## config.mk

```make
export PLATFORM = sky130hd
export DESIGN_NAME = link_recovery_watchdog
export DESIGN_NICKNAME = d
export VERILOG_FILES = /design/src/rtl/lrw_pkg.sv /design/src/rtl/lrw_cfg.sv /design/src/rtl/lrw_step.sv /design/src/rtl/lrw_split.sv /design/src/rtl/link_recovery_watchdog.sv
export SDC_FILE = /design/constraint.sdc
export NUM_CORES = 2
export LEC_CHECK = 0
export ABC_CLOCK_PERIOD_IN_PS = 9800
export BUFFER_PORTS_ARGS = -buffer_cell sky130_fd_sc_hd__buf_2
export CAP_MARGIN = 20
export CORE_UTILIZATION = 55
export CTS_CLUSTER_DIAMETER = 100
export DETAILED_ROUTE_END_ITERATION = 6
export PLACE_DENSITY = 0.83
export SLEW_MARGIN = 30
export SYNTH_ARGS = -nofsm -noshare
export SYNTH_HDL_FRONTEND = slang
export SYNTH_SLANG_ARGS = --single-unit
```

## constraint.sdc

```tcl
create_clock -name clk_i -period 9.8 [get_ports clk_i]
set_clock_uncertainty 0.15 [all_clocks]
set_input_delay 0 -clock clk_i [delete_from_list [all_inputs] [get_ports clk_i]]
set_output_delay 0 -clock clk_i [all_outputs]
set_load 0.01 [all_outputs]
```

## src/rtl/lrw_pkg.sv

```systemverilog
// Shared types and constants for the link recovery watchdog.
// Holds the mode encoding, register indexes, pipeline structs and the
// reciprocal constants of the outage time split. No dependencies.
`default_nettype none

package lrw_pkg;

  typedef enum logic [2:0] {
    MODE_OK    = 3'd0,
    MODE_DISC  = 3'd1,
    MODE_RECON = 3'd2,
    MODE_TEST  = 3'd3,
    MODE_COOL  = 3'd4
  } mode_e;

  localparam int unsigned CfgIdxW = 2;
  localparam logic [CfgIdxW-1:0] CFG_CHECK_INTERVAL    = 2'd0;
  localparam logic [CfgIdxW-1:0] CFG_DISCONNECT_DELAY  = 2'd1;
  localparam logic [CfgIdxW-1:0] CFG_RECONNECT_TIMEOUT = 2'd2;

  localparam logic [31:0] CHECK_INTERVAL_RST    = 32'd60000;
  localparam logic [31:0] DISCONNECT_DELAY_RST  = 32'd1500;
  localparam logic [31:0] RECONNECT_TIMEOUT_RST = 32'd10000;

  // floor(x / 1000) = (x * RECIP_MS) >> 38 for every 32-bit x.
  localparam logic [28:0] RECIP_MS = 29'd274877907;
  localparam int unsigned SHIFT_MS = 38;
  // floor(s / 3600) = (s * RECIP_H) >> 33 for s below 2^23.
  localparam logic [21:0] RECIP_H  = 22'd2386093;
  localparam int unsigned SHIFT_H  = 33;
  // floor(r / 60) = (r * RECIP_M) >> 18 for r below 3600.
  localparam logic [12:0] RECIP_M  = 13'd4370;
  localparam int unsigned SHIFT_M  = 18;

  localparam logic [11:0] SECS_PER_HOUR = 12'd3600;
  localparam logic [5:0]  SECS_PER_MIN  = 6'd60;

  typedef struct packed {
    logic [31:0] check_interval_ms;
    logic [31:0] disconnect_delay_ms;
    logic [31:0] reconnect_timeout_ms;
  } cfg_t;

  // Per-poll flags that travel alongside the time split.
  typedef struct packed {
    logic  cmd_disconnect;
    logic  cmd_connect;
    logic  probe_used;
    logic  restored;
    mode_e mode_now;
  } flags_t;

  typedef struct packed {
    flags_t      flags;
    logic [31:0] outage_ms;
  } step_res_t;

endpackage

`default_nettype wire

```

## src/rtl/lrw_cfg.sv

```systemverilog
// Configuration register file of the link recovery watchdog.
// Depends on lrw_pkg for the register indexes, reset values and cfg_t.
`default_nettype none

module lrw_cfg
  import lrw_pkg::*;
(
  input  wire logic               clk_i,
  input  wire logic               rst_ni,
  input  wire logic               cfg_valid_i,
  input  wire logic [CfgIdxW-1:0] cfg_index_i,
  input  wire logic [31:0]        cfg_data_i,
  output cfg_t                    cfg_o
);

  cfg_t cfg_q, cfg_d;

  always_comb begin
    cfg_d = cfg_q;
    if (cfg_valid_i) begin
      case (cfg_index_i)
        CFG_CHECK_INTERVAL:    cfg_d.check_interval_ms    = cfg_data_i;
        CFG_DISCONNECT_DELAY:  cfg_d.disconnect_delay_ms  = cfg_data_i;
        CFG_RECONNECT_TIMEOUT: cfg_d.reconnect_timeout_ms = cfg_data_i;
        default:               cfg_d = cfg_q;
      endcase
    end
  end

  always_ff @(posedge clk_i or negedge rst_ni) begin
    if (!rst_ni) begin
      cfg_q.check_interval_ms    <= CHECK_INTERVAL_RST;
      cfg_q.disconnect_delay_ms  <= DISCONNECT_DELAY_RST;
      cfg_q.reconnect_timeout_ms <= RECONNECT_TIMEOUT_RST;
    end else begin
      cfg_q <= cfg_d;
    end
  end

  assign cfg_o = cfg_q;

endmodule

`default_nettype wire

```

## src/rtl/lrw_step.sv

```systemverilog
// Mode state machine of the link recovery watchdog: one poll per accepted beat.
// Depends on lrw_pkg for mode_e, cfg_t and step_res_t.
`default_nettype none

module lrw_step
  import lrw_pkg::*;
(
  input  wire logic        clk_i,
  input  wire logic        rst_ni,
  input  wire logic        fire_i,
  input  wire logic [31:0] now_ms_i,
  input  wire logic        associated_i,
  input  wire logic        probe_ok_i,
  input  wire cfg_t        cfg_i,
  output step_res_t        res_o
);

  mode_e       mode_q, mode_d;
  logic [31:0] entry_q, entry_d;
  logic [31:0] probe_q, probe_d;
  logic [31:0] outage_q, outage_d;

  logic [31:0] since_probe, since_entry, since_outage;
  logic        healthy;

  assign since_probe  = now_ms_i - probe_q;
  assign since_entry  = now_ms_i - entry_q;
  assign since_outage = now_ms_i - outage_q;
  assign healthy      = associated_i & probe_ok_i;

  always_comb begin
    mode_d   = mode_q;
    entry_d  = entry_q;
    probe_d  = probe_q;
    outage_d = outage_q;
    res_o    = '0;
    case (mode_q)
      MODE_OK: begin
        if (since_probe >= cfg_i.check_interval_ms) begin
          probe_d              = now_ms_i;
          res_o.flags.probe_used = 1'b1;
          if (!healthy) begin
            outage_d                 = now_ms_i;
            res_o.flags.cmd_disconnect = 1'b1;
            mode_d                   = MODE_DISC;
            entry_d                  = now_ms_i;
          end
        end
      end
      MODE_DISC: begin
        if (since_entry >= cfg_i.disconnect_delay_ms) begin
          res_o.flags.cmd_connect = 1'b1;
          mode_d                  = MODE_RECON;
          entry_d                 = now_ms_i;
        end
      end
      MODE_RECON: begin
        if (associated_i) begin
          mode_d  = MODE_TEST;
          entry_d = now_ms_i;
        end else if (since_entry >= cfg_i.reconnect_timeout_ms) begin
          mode_d  = MODE_COOL;
          entry_d = now_ms_i;
        end
      end
      MODE_TEST: begin
        res_o.flags.probe_used = 1'b1;
        entry_d                = now_ms_i;
        if (healthy) begin
          res_o.flags.restored = 1'b1;
          res_o.outage_ms      = since_outage;
          probe_d              = now_ms_i;
          mode_d               = MODE_OK;
        end else begin
          mode_d = MODE_COOL;
        end
      end
      MODE_COOL: begin
        if (since_entry >= cfg_i.check_interval_ms) begin
          res_o.flags.cmd_disconnect = 1'b1;
          mode_d                     = MODE_DISC;
          entry_d                    = now_ms_i;
        end
      end
      default: begin
        mode_d = MODE_OK;
      end
    endcase
    res_o.flags.mode_now = mode_d;
  end

  always_ff @(posedge clk_i or negedge rst_ni) begin
    if (!rst_ni) begin
      mode_q   <= MODE_OK;
      entry_q  <= '0;
      probe_q  <= '0;
      outage_q <= '0;
    end else if (fire_i) begin
      mode_q   <= mode_d;
      entry_q  <= entry_d;
      probe_q  <= probe_d;
      outage_q <= outage_d;
    end
  end

endmodule

`default_nettype wire

```

## src/rtl/lrw_split.sv

```systemverilog
// Six-stage result pipeline: splits the outage length into hours, minutes and
// seconds by reciprocal multiplication, with per-stage valid and back-pressure.
// Depends on lrw_pkg for step_res_t, flags_t and the reciprocal constants.
`default_nettype none

module lrw_split
  import lrw_pkg::*;
(
  input  wire logic  clk_i,
  input  wire logic  rst_ni,
  input  wire logic  in_valid_i,
  output logic       in_ready_o,
  input  wire step_res_t in_res_i,
  input  wire logic  out_ready_i,
  output logic       out_valid_o,
  output flags_t     flags_o,
  output logic [10:0] hours_o,
  output logic [5:0]  minutes_o,
  output logic [5:0]  seconds_o
);

  localparam int unsigned Stages = 6;

  logic [Stages-1:0] valid_q, valid_d, free;

  // Stage payloads.
  flags_t      f1_q, f2_q, f3_q, f4_q, f5_q, f6_q;
  logic [31:0] ms1_q;
  logic [22:0] sec2_q, sec3_q;
  logic [10:0] hh3_q, hh4_q, hh5_q, hh6_q;
  logic [11:0] rem4_q, rem5_q;
  logic [5:0]  mm5_q, mm6_q, ss6_q;

  logic [60:0] prod_ms;
  logic [44:0] prod_h;
  logic [22:0] hh_secs;
  logic [24:0] prod_m;
  logic [11:0] mm_secs;
  logic [22:0] rem_wide;
  logic [11:0] ss_wide;

  // A stage can load when it is empty or its contents move on this cycle.
  always_comb begin
    free[Stages-1] = !valid_q[Stages-1] || out_ready_i;
    for (int k = Stages - 2; k >= 0; k--) begin
      free[k] = !valid_q[k] || free[k+1];
    end
    valid_d[0] = free[0] ? in_valid_i : valid_q[0];
    for (int k = 1; k < Stages; k++) begin
      valid_d[k] = free[k] ? valid_q[k-1] : valid_q[k];
    end
  end

  assign prod_ms  = ms1_q * RECIP_MS;
  assign prod_h   = sec2_q * RECIP_H;
  assign hh_secs  = hh3_q * SECS_PER_HOUR;
  assign rem_wide = sec3_q - hh_secs;
  assign prod_m   = rem4_q * RECIP_M;
  assign mm_secs  = mm5_q * SECS_PER_MIN;
  assign ss_wide  = rem5_q - mm_secs;

  always_ff @(posedge clk_i or negedge rst_ni) begin
    if (!rst_ni) begin
      valid_q <= '0;
    end else begin
      valid_q <= valid_d;
    end
  end

  always_ff @(posedge clk_i) begin
    if (free[0]) begin
      f1_q  <= in_res_i.flags;
      ms1_q <= in_res_i.outage_ms;
    end
    if (free[1]) begin
      f2_q   <= f1_q;
      sec2_q <= prod_ms[SHIFT_MS +: 23];
    end
    if (free[2]) begin
      f3_q   <= f2_q;
      sec3_q <= sec2_q;
      hh3_q  <= prod_h[SHIFT_H +: 11];
    end
    if (free[3]) begin
      f4_q   <= f3_q;
      hh4_q  <= hh3_q;
      rem4_q <= rem_wide[11:0];
    end
    if (free[4]) begin
      f5_q   <= f4_q;
      hh5_q  <= hh4_q;
      rem5_q <= rem4_q;
      mm5_q  <= prod_m[SHIFT_M +: 6];
    end
    if (free[5]) begin
      f6_q  <= f5_q;
      hh6_q <= hh5_q;
      mm6_q <= mm5_q;
      ss6_q <= ss_wide[5:0];
    end
  end

  assign in_ready_o  = free[0];
  assign out_valid_o = valid_q[Stages-1];
  assign flags_o     = f6_q;
  assign hours_o     = hh6_q;
  assign minutes_o   = mm6_q;
  assign seconds_o   = ss6_q;

endmodule

`default_nettype wire

```

## src/rtl/link_recovery_watchdog.sv

```systemverilog
// Top level of the link recovery watchdog.
// Instantiates lrw_cfg, lrw_step and lrw_split; depends on lrw_pkg.
//
// Usage. Each input beat is one poll: the current millisecond time (wrapping
// at 32 bits), whether the link is associated and the upstream probe result.
// Every poll yields exactly one result beat with the disconnect and connect
// commands, whether the probe was consulted, whether service was restored,
// the outage length as hours, minutes and seconds (zero unless restored) and
// the mode left after the poll.
//
// The mode state machine updates its state in the cycle that the input beat
// is accepted, so a new poll may be accepted every cycle while in_ready_o is
// high. The result then passes through a six-stage pipeline that splits the
// outage time by reciprocal multiplications, at most one multiply per stage.
// out_valid_o rises once the result reaches the last stage; throughput is one
// beat per cycle while out_ready_i is high.
//
// When the receiver holds out_ready_i low, the pipeline keeps filling its
// empty stages and keeps accepting polls until all six stages are occupied;
// only then does in_ready_o drop. Reset empties the pipeline, puts the mode
// in ok with all time marks at zero and loads the register reset values.
// The configuration channel is always ready and should be written while the
// block is idle.
`default_nettype none

module link_recovery_watchdog
  import lrw_pkg::*;
(
  input  wire logic               clk_i,
  input  wire logic               rst_ni,
  // configuration write channel
  input  wire logic               cfg_valid_i,
  output logic                    cfg_ready_o,
  input  wire logic [CfgIdxW-1:0] cfg_index_i,
  input  wire logic [31:0]        cfg_data_i,
  // poll channel
  input  wire logic               in_valid_i,
  output logic                    in_ready_o,
  input  wire logic [31:0]        now_ms_i,
  input  wire logic               associated_i,
  input  wire logic               probe_ok_i,
  // result channel
  output logic                    out_valid_o,
  input  wire logic               out_ready_i,
  output logic                    cmd_disconnect_o,
  output logic                    cmd_connect_o,
  output logic                    probe_used_o,
  output logic                    restored_o,
  output logic [10:0]             outage_hours_o,
  output logic [5:0]              outage_minutes_o,
  output logic [5:0]              outage_seconds_o,
  output logic [2:0]              mode_now_o
);

  cfg_t      cfg;
  step_res_t step_res;
  flags_t    out_flags;
  logic      fire;

  // Registers are simple flops, so a write beat is always taken.
  assign cfg_ready_o = 1'b1;

  lrw_cfg u_cfg (
    .clk_i       (clk_i),
    .rst_ni      (rst_ni),
    .cfg_valid_i (cfg_valid_i),
    .cfg_index_i (cfg_index_i),
    .cfg_data_i  (cfg_data_i),
    .cfg_o       (cfg)
  );

  // The state machine advances only on an accepted poll beat.
  assign fire = in_valid_i && in_ready_o;

  lrw_step u_step (
    .clk_i        (clk_i),
    .rst_ni       (rst_ni),
    .fire_i       (fire),
    .now_ms_i     (now_ms_i),
    .associated_i (associated_i),
    .probe_ok_i   (probe_ok_i),
    .cfg_i        (cfg),
    .res_o        (step_res)
  );

  lrw_split u_split (
    .clk_i       (clk_i),
    .rst_ni      (rst_ni),
    .in_valid_i  (in_valid_i),
    .in_ready_o  (in_ready_o),
    .in_res_i    (step_res),
    .out_ready_i (out_ready_i),
    .out_valid_o (out_valid_o),
    .flags_o     (out_flags),
    .hours_o     (outage_hours_o),
    .minutes_o   (outage_minutes_o),
    .seconds_o   (outage_seconds_o)
  );

  assign cmd_disconnect_o = out_flags.cmd_disconnect;
  assign cmd_connect_o    = out_flags.cmd_connect;
  assign probe_used_o     = out_flags.probe_used;
  assign restored_o       = out_flags.restored;
  assign mode_now_o       = out_flags.mode_now;

`ifndef ASSERT_OFF
  // Service can only come back from a successful test, which returns to ok.
  assert property (@(posedge clk_i) disable iff (!rst_ni)
    out_valid_o && restored_o |-> probe_used_o && (mode_now_o == MODE_OK))
    else $error("restored beat without probe or outside ok mode");

  // Outage fields stay zero unless service was restored.
  assert property (@(posedge clk_i) disable iff (!rst_ni)
    out_valid_o && !restored_o |->
      (outage_hours_o == '0) && (outage_minutes_o == '0) && (outage_seconds_o == '0))
    else $error("outage length reported without restoration");

  // No poll commands both a disconnect and a connect.
  assert property (@(posedge clk_i) disable iff (!rst_ni)
    out_valid_o |-> !(cmd_disconnect_o && cmd_connect_o))
    else $error("disconnect and connect commanded together");

  // The poll channel only stalls behind a result that the receiver holds off.
  assert property (@(posedge clk_i) disable iff (!rst_ni)
    !in_ready_o |-> out_valid_o && !out_ready_i)
    else $error("poll channel stalled without back-pressure");

  // Minutes and seconds are always proper remainders.
  assert property (@(posedge clk_i) disable iff (!rst_ni)
    out_valid_o |-> (outage_minutes_o < 6'd60) && (outage_seconds_o < 6'd60))
    else $error("outage minutes or seconds out of range");
`endif

endmodule

`default_nettype wire
```

==> metrics <==
outcome finished clean; crit path time final 7.98 ns; post-synthesis sequential area ratio approximately 25%; clk_lat worst skew 0.62 ns; CTS tree built; routability congestion estimate around 0.95; first-pass detailed-route iteration total 6; Die W between 200 and 300 µm; initial antenna violation count 2; DR top layer met5; Vias/cell around 5.6; pin count of the biggest net entering global routing 89; post-CTS sizing 0; cell area after synthesis between 0.04 and 0.05 mm²; Hold Path Class in -> reg; proportion of layout cells with a drive suffix above 1 between 8 and 9%; CP Max Fanout 11; share of the synthesized area in the top cell type about a quarter; clock root buffer clkbuf_16; Syn. warnings 0; DRT iter0 DRCs between 1500 and 2000; final instance area 0.0484 mm²; metal2 WL 54.2 mm; CTS clk-pin slew, worst paths 0.06 ns; critical path capture point type register; core box area slightly below 0.08 mm²; Synth Instances roughly 4000; WS Path Type reg -> reg; Cell variety after synth 85; synth-to-layout area growth 11.2%; final hold vios 0; Slew Limit Fails 0; most frequent cells in the layout 949 x inv_1, 914 x ha_1, 453 x fa_1; first-pass GRT wire length 171 mm; gr usage total 26.9%; Die ar. about 0.08 mm²; I/O pin cnt ~110; Fin Setup TNS 0 ns; EDFF count, synth between 150 and 200; CP Launch Type register; drt wl/cell slightly below 20 µm; Post-Place Cell Area roughly 0.045 mm²; Site Rows 102; Synth Flop Type edfxtp_1; DR vias ~30000; Detail Route Antenna Nets 0; Syn Nets between 5000 and 6000; Max-Cap Viols 0; remaining routing DRC violations 0; met3 wire len 4.87 mm; vias in the first global route 33100; buffer levels on the longest clock path 3; total gr overflow 0; DRT Wirelength ~100 mm; Fill cells just under 6000; final HPWL from detailed placement just over 80 mm; crit path DAT ~8.2 ns; Reg2Reg Setup Slack around 1.8 ns; Area contributors post-synth ha_1 26%, fa_1 21%, edfxtp_1 13%, dfrtp_1 10%, inv_1 8.2%; commonest non-fill, non-tap cell in the layout inv_1; Final period util ~80%; slew at the pin with the worst max-slew slack 0.965 ns; FF/Latch Area about 0.011 mm²; Post-Route M1 WL 39.7 mm; Achievable Freq around 130 MHz; Die H 283 µm; FFs w/ async S/R, synth between 50% and 60%; total clock sinks 390; final count of negative-setup-slack endpoints 0; CTS H-Tree Depth 2; I/O Buffers approximately 100; Max-slew headroom a little over a third; largest area contributor in the netlist ha_1; Seq cells post-synth 390; Crit path required time between 9 and 10 ns; footprint of the multi-input gates 0.0291 mm²; Syn Area/Cell approximately 11 µm²; cts bufs inserted 46; # nets final roughly 5800; # Post-CTS Setup Buffers 0; initial core utilization 55.9%; RSZ-0062 raised after global routing false
cell families (layout without fill, tap and decap cells):
| kind of cell | Yosys count | in the layout | synth area share, % |
|---|---|---|---|
| simple gates | 475 | 475 | 5.32 |
| compound gates | 550 | 550 | 8.14 |
| mux | 134 | 134 | 3.45 |
| other cells | 1 | 2 | 0.00861 |
| xor+xnor | 138 | 138 | 2.78 |
| fa+ha+maj | 1367 | 1367 | 47.1 |
| flops | 390 | 390 | 24.6 |
| buf+inv | 986 | 1303 | 8.58 |
cell usage after synthesis (all sizes together) (20+ instances only):
| cell | count |
|---|---|
| a21o | 99 |
| nand4 | 32 |
| xor2 | 50 |
| xnor2 | 88 |
| nand3 | 28 |
| nor2b | 20 |
| edfxtp | 189 |
| inv | 950 |
| fa | 453 |
| nor2 | 107 |
| clkbuf | 26 |
| mux2 | 128 |
| a21oi | 154 |
| nand2b | 28 |
| ha | 914 |
| nor3 | 42 |
| dfrtp | 182 |
| o21ai | 142 |
| nand2 | 143 |
per-layer routing:
layer / vias up / global-route usage (%)
li1: 14000 / -
met3: 362 / 3.40
met4: 2 / 13.7
met1: 14900 / 30.4
met2: 944 / 49.4
met5: - / 0
flip-flops by register name (all words and copies together) (netlist names):
name	cells
u_split.sec3_q	12
u_split.f4_q	7
u_split.valid_q	6
u_step.probe_q	32
u_split.hours_o	11
u_step.mode_q	3
u_split.rem4_q	12
u_split.flags_o	7
u_split.f1_q	7
u_split.f3_q	7
u_split.sec2_q	23
u_split.minutes_o	6
u_split.ms1_q	32
u_split.mm5_q	6
u_split.hh4_q	11
u_step.outage_q	32
u_split.hh5_q	11
u_split.f5_q	7
u_step.entry_q	32
u_split.hh3_q	11
u_split.seconds_o	6
u_split.f2_q	7
u_cfg.cfg_o	96
u_split.rem5_q	6
cell type report:
cell class / instances / share of cell area, %
Multi-Input combinational cell: 2665 / 60.1
Sequential cell: 390 / 22.2
Inverter: 950 / 7.37
Timing Repair Buffer: 267 / 4.43
Tap cell: 1040 / 2.69
Clock buffer: 66 / 2.64
Clock inverter: 20 / 0.576
Antenna cell: 1 / 0.00517
worst max-delay path, cell delays in order (launching register included):
cell	delay [ns]
edfxtp_1	0.81
ha_1	0.40
fa_1	0.39
fa_1	0.50
inv_1	0.05
fa_1	0.48
inv_1	0.06
fa_1	0.48
fa_1	0.50
fa_1	0.49
inv_1	0.05
fa_1	0.47
inv_1	0.04
ha_1	0.30
a21oi_1	0.39
o21bai_1	0.11
a21oi_1	0.30
o32ai_1	0.13
a211o_1	0.28
a2111oi_0	0.45
nor3_1	0.10
a2111oi_0	0.46
o21bai_1	0.14
xor2_1	0.16
metrics by stage:
| stage | worst slack, ns | hold WS (ns) | cells | utilization, % |
|---|---|---|---|---|
| final | 1.82 | 0.0440 | 5399 | 62.2 |
| after global routing | 1.56 | 0.0375 | 5399 | 62.2 |
| after CTS | 1.90 | 0.000534 | 5398 | 62.2 |
| after detailed placement | 1.96 | -0.0311 | 5163 | 58.2 |
| after global placement | 2.09 | -0.0398 | 5163 | 58.2 |
| after floorplan | 2.87 | -0.446 | 4041 | - |
path summary, 6_finish.rpt:
check                                           startpoint                      endpoint  cells after the start
min reg2reg                     u_split.hh5_q[0]$_DFFE_PP_  u_split.hours_o[0]$_DFFE_PP_                      0
max reg2reg                u_split.ms1_q[10]$_SDFFCE_PN0N_   u_split.sec2_q[3]$_DFFE_PP_                     23
max in group asynchronous                           rst_ni   u_cfg.cfg_o[11]$_DFFE_PN0P_                      4
min                                         cfg_data_i[21]   u_cfg.cfg_o[21]$_DFFE_PN0P_                      3
min in group asynchronous                           rst_ni   u_cfg.cfg_o[55]$_DFFE_PN0P_                      4
max                        u_split.ms1_q[10]$_SDFFCE_PN0N_   u_split.sec2_q[3]$_DFFE_PP_                     23
what timing repair did:
item	in CTS	in global routing
endpoints found under the hold margin	320	0
endpoints found under the setup margin	0	0
hold buffers	149	0
Power is not shown: default switching activity piles up to over one toggle a cycle in this logic, so the estimate is an artifact.
